$ cat src/rtl/egc_pkg.sv
// Shared constants, types and the colour ring of the elevation gradient colour map.
package egc_pkg;

    // Defaults for the top level parameters
    localparam int SEGMENTS_DEF  = 6;
    localparam int FRAC_BITS_DEF = 16;

    // Fixed field widths
    localparam int ELEV_W    = 16;
    localparam int COLOR_W   = 24;
    localparam int CH_W      = 8;
    localparam int CHANNELS  = 3;
    localparam int CFG_IDX_W = 1;

    // Register indexes of the configuration port
    localparam logic [CFG_IDX_W-1:0] REG_ELEV_MIN = 1'd0;
    localparam logic [CFG_IDX_W-1:0] REG_ELEV_MAX = 1'd1;

    // Register reset values
    localparam logic [ELEV_W-1:0] ELEV_MIN_RST = 16'd0;
    localparam logic [ELEV_W-1:0] ELEV_MAX_RST = 16'd255;

    // Hue ring: magenta, red, yellow, green, cyan, blue, magenta
    localparam int RING_COLORS = 6;
    localparam int SLOT_W      = 3;
    localparam int SEG_IN_W    = 5;
    localparam logic [COLOR_W-1:0] HUE_RING [0:RING_COLORS] = '{
        24'hFF00FF, 24'hFF0000, 24'hFFFF00, 24'h00FF00,
        24'h00FFFF, 24'h0000FF, 24'hFF00FF
    };

    // Control bits that travel with each item through the divider
    typedef struct packed {
        logic flag;     // sample outside range or range empty
        logic bad;      // maximum not above minimum
        logic sat_one;  // fraction forced to exactly one
    } ctl_t;

    // Segment number modulo the ring length; segment numbers stay below three rings
    function automatic logic [SLOT_W-1:0] ring_slot(input logic [SEG_IN_W-1:0] seg);
        logic [SEG_IN_W-1:0] v;
        v = seg;
        for (int i = 0; i < 2; i++)
        begin
            if (v >= SEG_IN_W'(RING_COLORS))
            begin
                v = v - SEG_IN_W'(RING_COLORS);
            end
        end
        return v[SLOT_W-1:0];
    endfunction

endpackage

$ cat src/rtl/egc_norm.sv
// Front stage: range check, saturation decisions and divider operand set-up.
module egc_norm #(
    parameter int FRAC_BITS = egc_pkg::FRAC_BITS_DEF
) (
    input  logic                                  clk,
    input  logic                                  rst_n,
    input  logic                                  in_valid,
    output logic                                  in_ready,
    input  logic signed [egc_pkg::ELEV_W-1:0]     altitude,
    input  logic signed [egc_pkg::ELEV_W-1:0]     elev_min,
    input  logic signed [egc_pkg::ELEV_W:0]       den,
    output logic                                  out_valid,
    input  logic                                  out_ready,
    output logic [egc_pkg::ELEV_W+FRAC_BITS-1:0]  out_acc,
    output egc_pkg::ctl_t                         out_ctl
);
    localparam int ACC_W = egc_pkg::ELEV_W + FRAC_BITS;

    logic signed [egc_pkg::ELEV_W:0] num;
    logic                            below;
    logic                            above;
    logic                            full;
    logic                            bad;
    logic [egc_pkg::ELEV_W-1:0]      rem0;
    logic [ACC_W-1:0]                acc_next;
    egc_pkg::ctl_t                   ctl_next;
    logic                            valid_reg;
    logic [ACC_W-1:0]                acc_reg;
    egc_pkg::ctl_t                   ctl_reg;

    // Classify the sample against the configured range
    always_comb
    begin
        num   = {altitude[egc_pkg::ELEV_W-1], altitude}
              - {elev_min[egc_pkg::ELEV_W-1], elev_min};
        bad   = den[egc_pkg::ELEV_W] || (den == '0);
        below = num[egc_pkg::ELEV_W];
        above = !below && (num > den);
        full  = (num == den);
        rem0  = (bad || below || above || full) ? '0 : num[egc_pkg::ELEV_W-1:0];
        acc_next = {rem0, {FRAC_BITS{1'b0}}};
        ctl_next.flag    = bad || below || above;
        ctl_next.bad     = bad;
        ctl_next.sat_one = above || full;
    end

    assign in_ready  = !valid_reg || out_ready;
    assign out_valid = valid_reg;
    assign out_acc   = acc_reg;
    assign out_ctl   = ctl_reg;

    // Advance the valid bit when this stage is empty or the next stage has room
    always_ff @(posedge clk or negedge rst_n)
    begin
        if (!rst_n)
        begin
            valid_reg <= 1'b0;
        end
        else if (in_ready)
        begin
            valid_reg <= in_valid;
        end
    end

    // Load the payload with each accepted item
    always_ff @(posedge clk)
    begin
        if (in_ready && in_valid)
        begin
            acc_reg <= acc_next;
            ctl_reg <= ctl_next;
        end
    end

endmodule

$ cat src/rtl/egc_div_stage.sv
// One restoring division step: one quotient bit of the normalized fraction.
module egc_div_stage #(
    parameter int FRAC_BITS = egc_pkg::FRAC_BITS_DEF
) (
    input  logic                                  clk,
    input  logic                                  rst_n,
    input  logic                                  in_valid,
    output logic                                  in_ready,
    input  logic [egc_pkg::ELEV_W+FRAC_BITS-1:0]  in_acc,
    input  egc_pkg::ctl_t                         in_ctl,
    input  logic [egc_pkg::ELEV_W-1:0]            den,
    output logic                                  out_valid,
    input  logic                                  out_ready,
    output logic [egc_pkg::ELEV_W+FRAC_BITS-1:0]  out_acc,
    output egc_pkg::ctl_t                         out_ctl
);
    localparam int ACC_W = egc_pkg::ELEV_W + FRAC_BITS;

    logic [egc_pkg::ELEV_W:0]   rem2;
    logic [egc_pkg::ELEV_W:0]   diff;
    logic                       ge;
    logic [egc_pkg::ELEV_W-1:0] rem_n;
    logic [ACC_W-1:0]           acc_next;
    logic                       valid_reg;
    logic [ACC_W-1:0]           acc_reg;
    egc_pkg::ctl_t              ctl_reg;

    // Shift the remainder, trial-subtract the divisor, shift in the quotient bit
    always_comb
    begin
        rem2     = in_acc[ACC_W-1:FRAC_BITS-1];
        diff     = rem2 - {1'b0, den};
        ge       = (rem2 >= {1'b0, den});
        rem_n    = ge ? diff[egc_pkg::ELEV_W-1:0] : rem2[egc_pkg::ELEV_W-1:0];
        acc_next = {rem_n, in_acc[FRAC_BITS-2:0], ge};
    end

    assign in_ready  = !valid_reg || out_ready;
    assign out_valid = valid_reg;
    assign out_acc   = acc_reg;
    assign out_ctl   = ctl_reg;

    // Advance the valid bit when this stage is empty or the next stage has room
    always_ff @(posedge clk or negedge rst_n)
    begin
        if (!rst_n)
        begin
            valid_reg <= 1'b0;
        end
        else if (in_ready)
        begin
            valid_reg <= in_valid;
        end
    end

    // Load the payload with each accepted item
    always_ff @(posedge clk)
    begin
        if (in_ready && in_valid)
        begin
            acc_reg <= acc_next;
            ctl_reg <= in_ctl;
        end
    end

endmodule

$ cat src/rtl/egc_lerp.sv
// Back end: segment split, colour lookup, per-channel interpolation and output register.
module egc_lerp #(
    parameter int SEGMENTS  = egc_pkg::SEGMENTS_DEF,
    parameter int FRAC_BITS = egc_pkg::FRAC_BITS_DEF
) (
    input  logic                          clk,
    input  logic                          rst_n,
    input  logic                          in_valid,
    output logic                          in_ready,
    input  logic [FRAC_BITS-1:0]          in_q,
    input  egc_pkg::ctl_t                 in_ctl,
    output logic                          out_valid,
    input  logic                          out_ready,
    output logic [egc_pkg::COLOR_W-1:0]   rgb_color,
    output logic                          range_flag
);
    localparam int FW     = FRAC_BITS + 1;
    localparam int SI_W   = $clog2(SEGMENTS + 1);
    localparam int SCL_W  = FRAC_BITS + SI_W;
    localparam int CH_W   = egc_pkg::CH_W;
    localparam int NCH    = egc_pkg::CHANNELS;
    localparam int PROD_W = CH_W + FW;
    localparam logic [FW-1:0]     F_ONE    = {1'b1, {FRAC_BITS{1'b0}}};
    localparam logic [PROD_W:0]   ROUND_UP = (PROD_W+1)'({FRAC_BITS{1'b1}});
    localparam logic [SI_W-1:0]   SEG_TOP  = SI_W'(SEGMENTS - 1);

    // Stage valid bits and the ready chain
    logic v1_reg, v2_reg, v3_reg, v4_reg;
    logic rdy1, rdy2, rdy3, rdy4;

    // Stage 1: scaled fraction
    logic [FW-1:0]    f;
    logic [SCL_W-1:0] scaled_next;
    logic [SCL_W-1:0] s1_scaled_reg;
    logic             s1_flag_reg;
    logic             s1_bad_reg;

    // Stage 2: segment, position and end colours
    logic [SI_W-1:0]            seg_raw;
    logic [SI_W-1:0]            seg_c;
    logic [SCL_W-1:0]           t_full;
    logic [egc_pkg::SLOT_W-1:0] slot;
    logic [egc_pkg::SLOT_W-1:0] slot_end;
    logic [egc_pkg::COLOR_W-1:0] col_a;
    logic [egc_pkg::COLOR_W-1:0] col_b;
    logic [CH_W-1:0] a_next    [NCH];
    logic [CH_W-1:0] diff_next [NCH];
    logic            up_next   [NCH];
    logic [FW-1:0]   s2_t_reg;
    logic [CH_W-1:0] s2_a_reg    [NCH];
    logic [CH_W-1:0] s2_diff_reg [NCH];
    logic            s2_up_reg   [NCH];
    logic            s2_flag_reg;
    logic            s2_bad_reg;

    // Stage 3: products
    logic [PROD_W-1:0] p_next   [NCH];
    logic [PROD_W-1:0] s3_p_reg [NCH];
    logic [CH_W-1:0]   s3_a_reg [NCH];
    logic              s3_up_reg[NCH];
    logic              s3_flag_reg;
    logic              s3_bad_reg;

    // Stage 4: channel results
    logic [PROD_W:0]             p_round [NCH];
    logic [CH_W-1:0]             ch_next [NCH];
    logic [egc_pkg::COLOR_W-1:0] rgb_next;
    logic [egc_pkg::COLOR_W-1:0] s4_rgb_reg;
    logic                        s4_flag_reg;

    assign rdy4     = !v4_reg || out_ready;
    assign rdy3     = !v3_reg || rdy4;
    assign rdy2     = !v2_reg || rdy3;
    assign rdy1     = !v1_reg || rdy2;
    assign in_ready = rdy1;

    // Scale the fraction by the segment count
    always_comb
    begin
        f           = in_ctl.sat_one ? F_ONE : {1'b0, in_q};
        scaled_next = SCL_W'(f) * SCL_W'(SEGMENTS);
    end

    // Split into segment and position, look up the end colours
    always_comb
    begin
        seg_raw  = s1_scaled_reg[SCL_W-1:FRAC_BITS];
        seg_c    = (seg_raw > SEG_TOP) ? SEG_TOP : seg_raw;
        t_full   = s1_scaled_reg - {seg_c, {FRAC_BITS{1'b0}}};
        slot     = egc_pkg::ring_slot(egc_pkg::SEG_IN_W'(seg_c));
        slot_end = slot + egc_pkg::SLOT_W'(1);
        col_a    = egc_pkg::HUE_RING[slot];
        col_b    = egc_pkg::HUE_RING[slot_end];
        for (int c = 0; c < NCH; c++)
        begin
            a_next[c]    = col_a[c*CH_W +: CH_W];
            up_next[c]   = (col_b[c*CH_W +: CH_W] >= col_a[c*CH_W +: CH_W]);
            diff_next[c] = up_next[c] ? (col_b[c*CH_W +: CH_W] - col_a[c*CH_W +: CH_W])
                                      : (col_a[c*CH_W +: CH_W] - col_b[c*CH_W +: CH_W]);
        end
    end

    // Multiply each channel step by the position
    always_comb
    begin
        for (int c = 0; c < NCH; c++)
        begin
            p_next[c] = PROD_W'(s2_diff_reg[c]) * PROD_W'(s2_t_reg);
        end
    end

    // Round the result down: floor when rising, ceiling of the drop when falling
    always_comb
    begin
        for (int c = 0; c < NCH; c++)
        begin
            p_round[c] = {1'b0, s3_p_reg[c]} + ROUND_UP;
            ch_next[c] = s3_up_reg[c]
                       ? (s3_a_reg[c] + s3_p_reg[c][FRAC_BITS +: CH_W])
                       : (s3_a_reg[c] - p_round[c][FRAC_BITS +: CH_W]);
        end
        rgb_next = s3_bad_reg ? egc_pkg::HUE_RING[0] : {ch_next[2], ch_next[1], ch_next[0]};
    end

    // Advance the valid bits
    always_ff @(posedge clk or negedge rst_n)
    begin
        if (!rst_n)
        begin
            v1_reg <= 1'b0;
            v2_reg <= 1'b0;
            v3_reg <= 1'b0;
            v4_reg <= 1'b0;
        end
        else
        begin
            if (rdy1)
            begin
                v1_reg <= in_valid;
            end
            if (rdy2)
            begin
                v2_reg <= v1_reg;
            end
            if (rdy3)
            begin
                v3_reg <= v2_reg;
            end
            if (rdy4)
            begin
                v4_reg <= v3_reg;
            end
        end
    end

    // Load each stage's payload when an item moves in
    always_ff @(posedge clk)
    begin
        if (rdy1 && in_valid)
        begin
            s1_scaled_reg <= scaled_next;
            s1_flag_reg   <= in_ctl.flag;
            s1_bad_reg    <= in_ctl.bad;
        end
        if (rdy2 && v1_reg)
        begin
            s2_t_reg    <= t_full[FW-1:0];
            s2_flag_reg <= s1_flag_reg;
            s2_bad_reg  <= s1_bad_reg;
            for (int c = 0; c < NCH; c++)
            begin
                s2_a_reg[c]    <= a_next[c];
                s2_diff_reg[c] <= diff_next[c];
                s2_up_reg[c]   <= up_next[c];
            end
        end
        if (rdy3 && v2_reg)
        begin
            s3_flag_reg <= s2_flag_reg;
            s3_bad_reg  <= s2_bad_reg;
            for (int c = 0; c < NCH; c++)
            begin
                s3_p_reg[c]  <= p_next[c];
                s3_a_reg[c]  <= s2_a_reg[c];
                s3_up_reg[c] <= s2_up_reg[c];
            end
        end
        if (rdy4 && v3_reg)
        begin
            s4_rgb_reg  <= rgb_next;
            s4_flag_reg <= s3_flag_reg;
        end
    end

    assign out_valid  = v4_reg;
    assign rgb_color  = s4_rgb_reg;
    assign range_flag = s4_flag_reg;

endmodule

$ cat src/rtl/elevation_gradient_colormap.sv
// Top level of the elevation gradient colour map: configuration registers and pipeline.
//
//   channel   direction  handshake                 payload
//   s_axis    in         s_axis_tvalid/tready      tdata: altitude
//   m_axis    out        m_axis_tvalid/tready      tdata: rgb_color, tuser: range_flag
//   cfg       in         cfg_valid/cfg_ready       cfg_index, cfg_data
//
// One item enters per clock when the output is taken. There is one front stage,
// one divider stage per fraction bit and four interpolation stages. Each stage holds
// its own valid bit, so a stall at the output only freezes stages that are full and
// bubbles still close up.
// Reset clears the valid bits and loads elev_min = 0, elev_max = 255.
// Configuration writes are taken in any cycle (cfg_ready is always high).
module elevation_gradient_colormap #(
    parameter int SEGMENTS  = egc_pkg::SEGMENTS_DEF,
    parameter int FRAC_BITS = egc_pkg::FRAC_BITS_DEF
) (
    input  logic                             clk,
    input  logic                             rst_n,
    input  logic                             s_axis_tvalid,
    output logic                             s_axis_tready,
    input  logic [egc_pkg::ELEV_W-1:0]       s_axis_tdata,   // [15:0] altitude
    output logic                             m_axis_tvalid,
    input  logic                             m_axis_tready,
    output logic [egc_pkg::COLOR_W-1:0]      m_axis_tdata,   // [23:0] rgb_color
    output logic                             m_axis_tuser,   // [0] range_flag
    input  logic                             cfg_valid,
    output logic                             cfg_ready,
    input  logic [egc_pkg::CFG_IDX_W-1:0]    cfg_index,
    input  logic [egc_pkg::ELEV_W-1:0]       cfg_data
);
    localparam int ACC_W = egc_pkg::ELEV_W + FRAC_BITS;

    logic [egc_pkg::ELEV_W-1:0]   elev_min_reg;
    logic [egc_pkg::ELEV_W-1:0]   elev_max_reg;
    logic signed [egc_pkg::ELEV_W:0] den;

    logic          valid_c [FRAC_BITS+1];
    logic          ready_c [FRAC_BITS+1];
    logic [ACC_W-1:0] acc_c [FRAC_BITS+1];
    egc_pkg::ctl_t ctl_c   [FRAC_BITS+1];

    assign cfg_ready = 1'b1;

    // Write the configuration registers
    always_ff @(posedge clk or negedge rst_n)
    begin
        if (!rst_n)
        begin
            elev_min_reg <= egc_pkg::ELEV_MIN_RST;
            elev_max_reg <= egc_pkg::ELEV_MAX_RST;
        end
        else if (cfg_valid && cfg_ready)
        begin
            case (cfg_index)
                egc_pkg::REG_ELEV_MIN: elev_min_reg <= cfg_data;
                egc_pkg::REG_ELEV_MAX: elev_max_reg <= cfg_data;
                default: ;
            endcase
        end
    end

    // Range width; keeping it static while items are in flight is up to the user, unenforced by the block
    assign den = {elev_max_reg[egc_pkg::ELEV_W-1], elev_max_reg}
               - {elev_min_reg[egc_pkg::ELEV_W-1], elev_min_reg};

    egc_norm #(
        .FRAC_BITS (FRAC_BITS)
    ) u_norm (
        .clk       (clk),
        .rst_n     (rst_n),
        .in_valid  (s_axis_tvalid),
        .in_ready  (s_axis_tready),
        .altitude  (s_axis_tdata),
        .elev_min  (elev_min_reg),
        .den       (den),
        .out_valid (valid_c[0]),
        .out_ready (ready_c[0]),
        .out_acc   (acc_c[0]),
        .out_ctl   (ctl_c[0])
    );

    // Divider: one quotient bit per stage
    for (genvar i = 0; i < FRAC_BITS; i++)
    begin : g_div
        egc_div_stage #(
            .FRAC_BITS (FRAC_BITS)
        ) u_div (
            .clk       (clk),
            .rst_n     (rst_n),
            .in_valid  (valid_c[i]),
            .in_ready  (ready_c[i]),
            .in_acc    (acc_c[i]),
            .in_ctl    (ctl_c[i]),
            .den       (den[egc_pkg::ELEV_W-1:0]),
            .out_valid (valid_c[i+1]),
            .out_ready (ready_c[i+1]),
            .out_acc   (acc_c[i+1]),
            .out_ctl   (ctl_c[i+1])
        );
    end

    egc_lerp #(
        .SEGMENTS  (SEGMENTS),
        .FRAC_BITS (FRAC_BITS)
    ) u_lerp (
        .clk        (clk),
        .rst_n      (rst_n),
        .in_valid   (valid_c[FRAC_BITS]),
        .in_ready   (ready_c[FRAC_BITS]),
        .in_q       (acc_c[FRAC_BITS][FRAC_BITS-1:0]),
        .in_ctl     (ctl_c[FRAC_BITS]),
        .out_valid  (m_axis_tvalid),
        .out_ready  (m_axis_tready),
        .rgb_color  (m_axis_tdata),
        .range_flag (m_axis_tuser)
    );

endmodule

$ cat config.mk
export PLATFORM = sky130hd
export DESIGN_NAME = elevation_gradient_colormap
export DESIGN_NICKNAME = d
export VERILOG_FILES = /design/src/rtl/egc_pkg.sv /design/src/rtl/egc_norm.sv /design/src/rtl/egc_div_stage.sv /design/src/rtl/egc_lerp.sv /design/src/rtl/elevation_gradient_colormap.sv
export SDC_FILE = /design/constraint.sdc
export NUM_CORES = 2
export LEC_CHECK = 0
export ABC_AREA = 0
export BUFFER_PORTS_ARGS = -buffer_cell sky130_fd_sc_hd__buf_2
export CORE_ASPECT_RATIO = 1.5
export CORE_MARGIN = 2
export CORE_UTILIZATION = 30
export CTS_BUF_LIST = sky130_fd_sc_hd__clkbuf_8
export DETAILED_ROUTE_END_ITERATION = 7
export PLACE_DENSITY = 0.44
export SLEW_MARGIN = 20
export SYNTH_ARGS = -nofsm -noshare
export SYNTH_HDL_FRONTEND = slang
export SYNTH_SLANG_ARGS = --single-unit
$ cat constraint.sdc
create_clock -name clk -period 8.05 [get_ports clk]
set_clock_uncertainty 0.15 [all_clocks]
set_input_delay 0.805 -clock clk [delete_from_list [all_inputs] [get_ports clk]]
set_output_delay 0.805 -clock clk [all_outputs]
set_load 0.02 [all_outputs]
==> results <==
- The flow ran to the end, and the final reports show no timing, DRC or antenna violations.
- The hold violation count in the final report was 0.
- Max-cap violations in this run came to 0.
- Ranked by total cell area, the synthesized netlist is headed by edfxtp_1, ha_1, fa_1.
- The all-layer global routing usage is 15.1%.
- The number of fill cells in the layout is 16300.
- The launching element of the worst setup path is u_lerp.s2_diff_reg[0][7]$_DFFE_PP_.
- The number of primary I/O pins is 66.
- At the end of routability-driven placement, the weighted congestion stood at 0.822.
- The synthesized netlist devotes 5.87% of its cell area to XOR and XNOR gates.
- The global-route wire length before repair is 194000 um.
- Yosys mapped a number of flops with a built-in enable equal to 592.
- The growth of design area from synthesis to finish is 11.3%.
- The share of post-route cells with drive strength above 1 is 12.1%.
- The count of final setup violators is 0.
- The pin count of the biggest net entering global routing is 75.
- The maximum clock insertion buffer count is 3.
- In the post-synthesis netlist, the cell with the most instances is edfxtp_1.
- Summed over all layers, the routed wires come to 125000 um.
- The first detailed-routing pass ran for 5 iterations.
- The worst setup path is launched from a register.
- The via count normalized by instance count is 4.85.
- The critical path is of the reg2reg type.
- The initial antenna violation count was 2.
- The average instance in the mapped netlist occupies 11.3 sq um.
- The number of CTS-inserted buffers is 112.
- The via count of the first global-routing pass is 34700.
- For this run, the slowest stage of the critical path takes 0.70 ns.
- The largest family of logic cells by synthesized area is adder cells.
- The final critical-path setup slack is 1.79 ns.
- The largest individual stage delay along the critical path comes from the cell edfxtp_1.
- The register with the most flip-flops in the layout has 376 of them.
- In the final timing run, aggregate negative setup slack is 0 ns.
- The share of the cycle needed by the critical path after routing is 77.8%.
- The overall die area is 0.166 sq mm.
- Counting I/O delays and the setup requirement, the final critical path takes 6.26 ns.
- The met2 routing resource usage after global routing is 30.5%.
- The reg-to-reg critical path endpoint is u_lerp.s3_p_reg[0][23]$_DFFE_PP_.
- The last element of the critical path is u_lerp.s3_p_reg[0][23]$_DFFE_PP_.
- In this run the worst path has a maximum fanout of 26.
- Prior to clock tree synthesis, the placed netlist has a worst setup slack of 1.64 ns.
- The worst hold path belongs to the class reg2reg.
- The count of buffer and inverter cells on the critical path is 4.
- Setup slack on the worst reg-to-reg path comes out at 1.79 ns.
- The kind of end point of the critical path is a register.
- The root buffer cell chosen for the clock tree is clkbuf_8.
- The total number of vias is 32500.
- The number of max-slew violations in the final report is 0.
- Summing the areas of all compound-gate instances in the mapped netlist gives 12.6% of the synthesized area.
- The summed instance area of the synthesized netlist is 0.0488 sq mm.
- From left edge to right edge, the die measures 333 um.
- The final net count is 5276.
- The TritonCTS clock tree is yes.
- The family of cells with the greatest summed delay on the critical path is adder cells.
- The total nets after synthesis is 5095.
- After synthesis, the most frequently instantiated cells are edfxtp_1, inv_1, ha_1.
- Setup repair after global routing left no endpoint under its margin.
- The total overflow left after global routing is 0.
- The mux share of post-synthesis cell area is 4.56%.
- The startpoint of the lowest-slack hold path is g_div[11].u_div.out_acc[2]$_DFFE_PP_.
- In the global route stage, met3 resource usage came out at 2.00%.
- The fraction of synthesized cell area taken by the top area cell type is 36.4%.
- The global routing stage identified its most utilized layer as met2.
- For this configuration, the core starts out at a cell density of 30.1%.
- The count of buffers added on input and output ports is 64.
- Based on the critical path, the design can be clocked at up to 160 MHz.
- In this run the critical register-to-register path is launched from u_lerp.s2_diff_reg[0][7]$_DFFE_PP_.
- The CTS H-tree depth is 3.
- The global routing usage on met1 is 15.1%.
- After the first detailed-routing iteration, the DRC count stood at 1402.
- The post-route DRC violation count is 0.
- The adder-cell area share of the yosys netlist is 23.2%.
- The headroom to the max-slew limit is 19.7%.
- The post-route antenna net violation count is 0.
- The number of gates resized after CTS is 0.
- Row generation in the floorplan step produced 181 rows.
- The die span in y is 498 um.
- The clock latency on the worst-skew pair is 0.85 ns.
- The cell count along the critical path is 18.
- The proportion of synthesized chip area in sequential cells is 39.2%.
- The synthesized instance count is 4324.
- Dividing the detail-routed wire length by the instance count gives 18.6 um.
- The post-layout instance area is 0.0543 sq mm.
- The clock edge transition at the registers on the reported setup and hold paths is 0.06 ns.
- The data required time at the worst endpoint is 8.47 ns.
- The arrival time at the worst endpoint is 6.68 ns.
- The sink count of the clock tree is 645.
- The synthesized netlist contains 114 unique library cells.
- The post-detailed-placement half-perimeter wirelength is 97000 um.
- For the pin with the worst max-slew slack, the measured transition is 1.20 ns.
- The synthesis warning total is 0.
- After synthesis the netlist holds a flip-flop and latch count of 645.
- Traced cell by cell, the critical path runs through and2_1, inv_1, fa_1, fa_1, inv_1, fa_1, inv_1, fa_1, inv_1, ha_1, a2111oi_0, o21bai_1, o311ai_1, a21oi_1, o41ai_1, o2111ai_1, a21oi_1, xor2_1.
- The synthesized netlist devotes 9.92% of its cell area to simple gates.
- The instance area at placement is 0.0519 sq mm.
- For this run, the leading register cell type out of synthesis is edfxtp_1.
- For this run, asynchronously set or reset flops after synthesis account for 8.22%.
- Counting cells, the worst reg-to-reg path comes to 18.
- The largest total area in the synthesized netlist belongs to edfxtp_1.
- The region available for standard cell placement spans 0.162 sq mm.
==> layout make-up <==
class | count | area [sq um] | share of cell area (%)
antenna | 2 | 5.00 | 0.00922
timing repair buffer | 136 | 918 | 1.69
sequential | 645 | 19100 | 35.2
inverter | 495 | 1860 | 3.42
tap | 2104 | 2630 | 4.85
clock buffer | 119 | 1640 | 3.02
clock inverter | 93 | 539 | 0.993
multi-input combinational | 3115 | 27600 | 50.8
==> worst min-delay path by stage <==
| stage | to | slack (ns) | cells after the start |
|---|---|---|---|
| after floorplan | g_div[0].u_div.out_ctl[0]$_DFFE_PP_ | 0.25 | 0 |
| after global placement | g_div[14].u_div.out_acc[1]$_DFFE_PP_ | 0.25 | 0 |
| after detailed placement | g_div[6].u_div.out_acc[5]$_DFFE_PP_ | 0.25 | 0 |
| after CTS | elev_min_reg[8]$_DFFE_PN0P_ | 0.16 | 2 |
| after global routing | elev_min_reg[8]$_DFFE_PN0P_ | 0.23 | 2 |
| final | g_div[12].u_div.out_acc[3]$_DFFE_PP_ | 0.25 | 0 |
==> worst reg2reg max path: cells and delay by family (launching register included) <==
kind	cells	cell delay (ns)
AOI/OAI and AO/OA	7	2.06
xor gates and xnor gates	1	0.08
adders and majority gates	5	2.28
buffers and inverters	4	0.28
DFF	1	0.70
and+or+nand+nor	1	0.48
==> timing repair <==
action                                 in CTS  in global routing
endpoints found under the hold margin      48                  0
buffers inserted                            0                  0
hold buffers                               18                  0
==> metal layers <==
layer / share of wire (%) / vias to the layer above
met5: 0 / -
met2: 57 / 453
met4: 3.7 / 0
met3: 2.6 / 212
li1: - / 16000
met1: 37 / 15900
==> placed cells by master (no fill, tap or decap), drive strengths merged, types with 104 or more instances in the layout <==
cell type,instances
xor2,108
mux2,184
buf,118
xnor2,219
a21o,104
nor2,204
o21ai,191
inv,533
edfxtp,592
ha,463
nand2,222
fa,270
clkbuf,119
a21oi,232
==> kinds of logic after synthesis <==
logic type | Yosys count
compound gates | 904
xor+xnor | 327
fa+ha+maj | 744
buf+inv | 564
flops | 645
mux | 189
other cells | 1
simple gates | 950
==> per-stage QoR <==
| stage | hold slack (ns) | cells | util [%] |
|---|---|---|---|
| after detailed placement | 0.255 | 6477 | 32.1 |
| final | 0.250 | 6709 | 33.5 |
| after CTS | 0.157 | 6707 | 33.5 |
| after global placement | 0.251 | 6477 | 32.1 |
| after global routing | 0.230 | 6708 | 33.5 |
| after floorplan | 0.250 | 4324 | - |
Power is left out: the tool's default activity adds up to more than one toggle a clock period on the data nets, which glitch-free logic cannot reach.
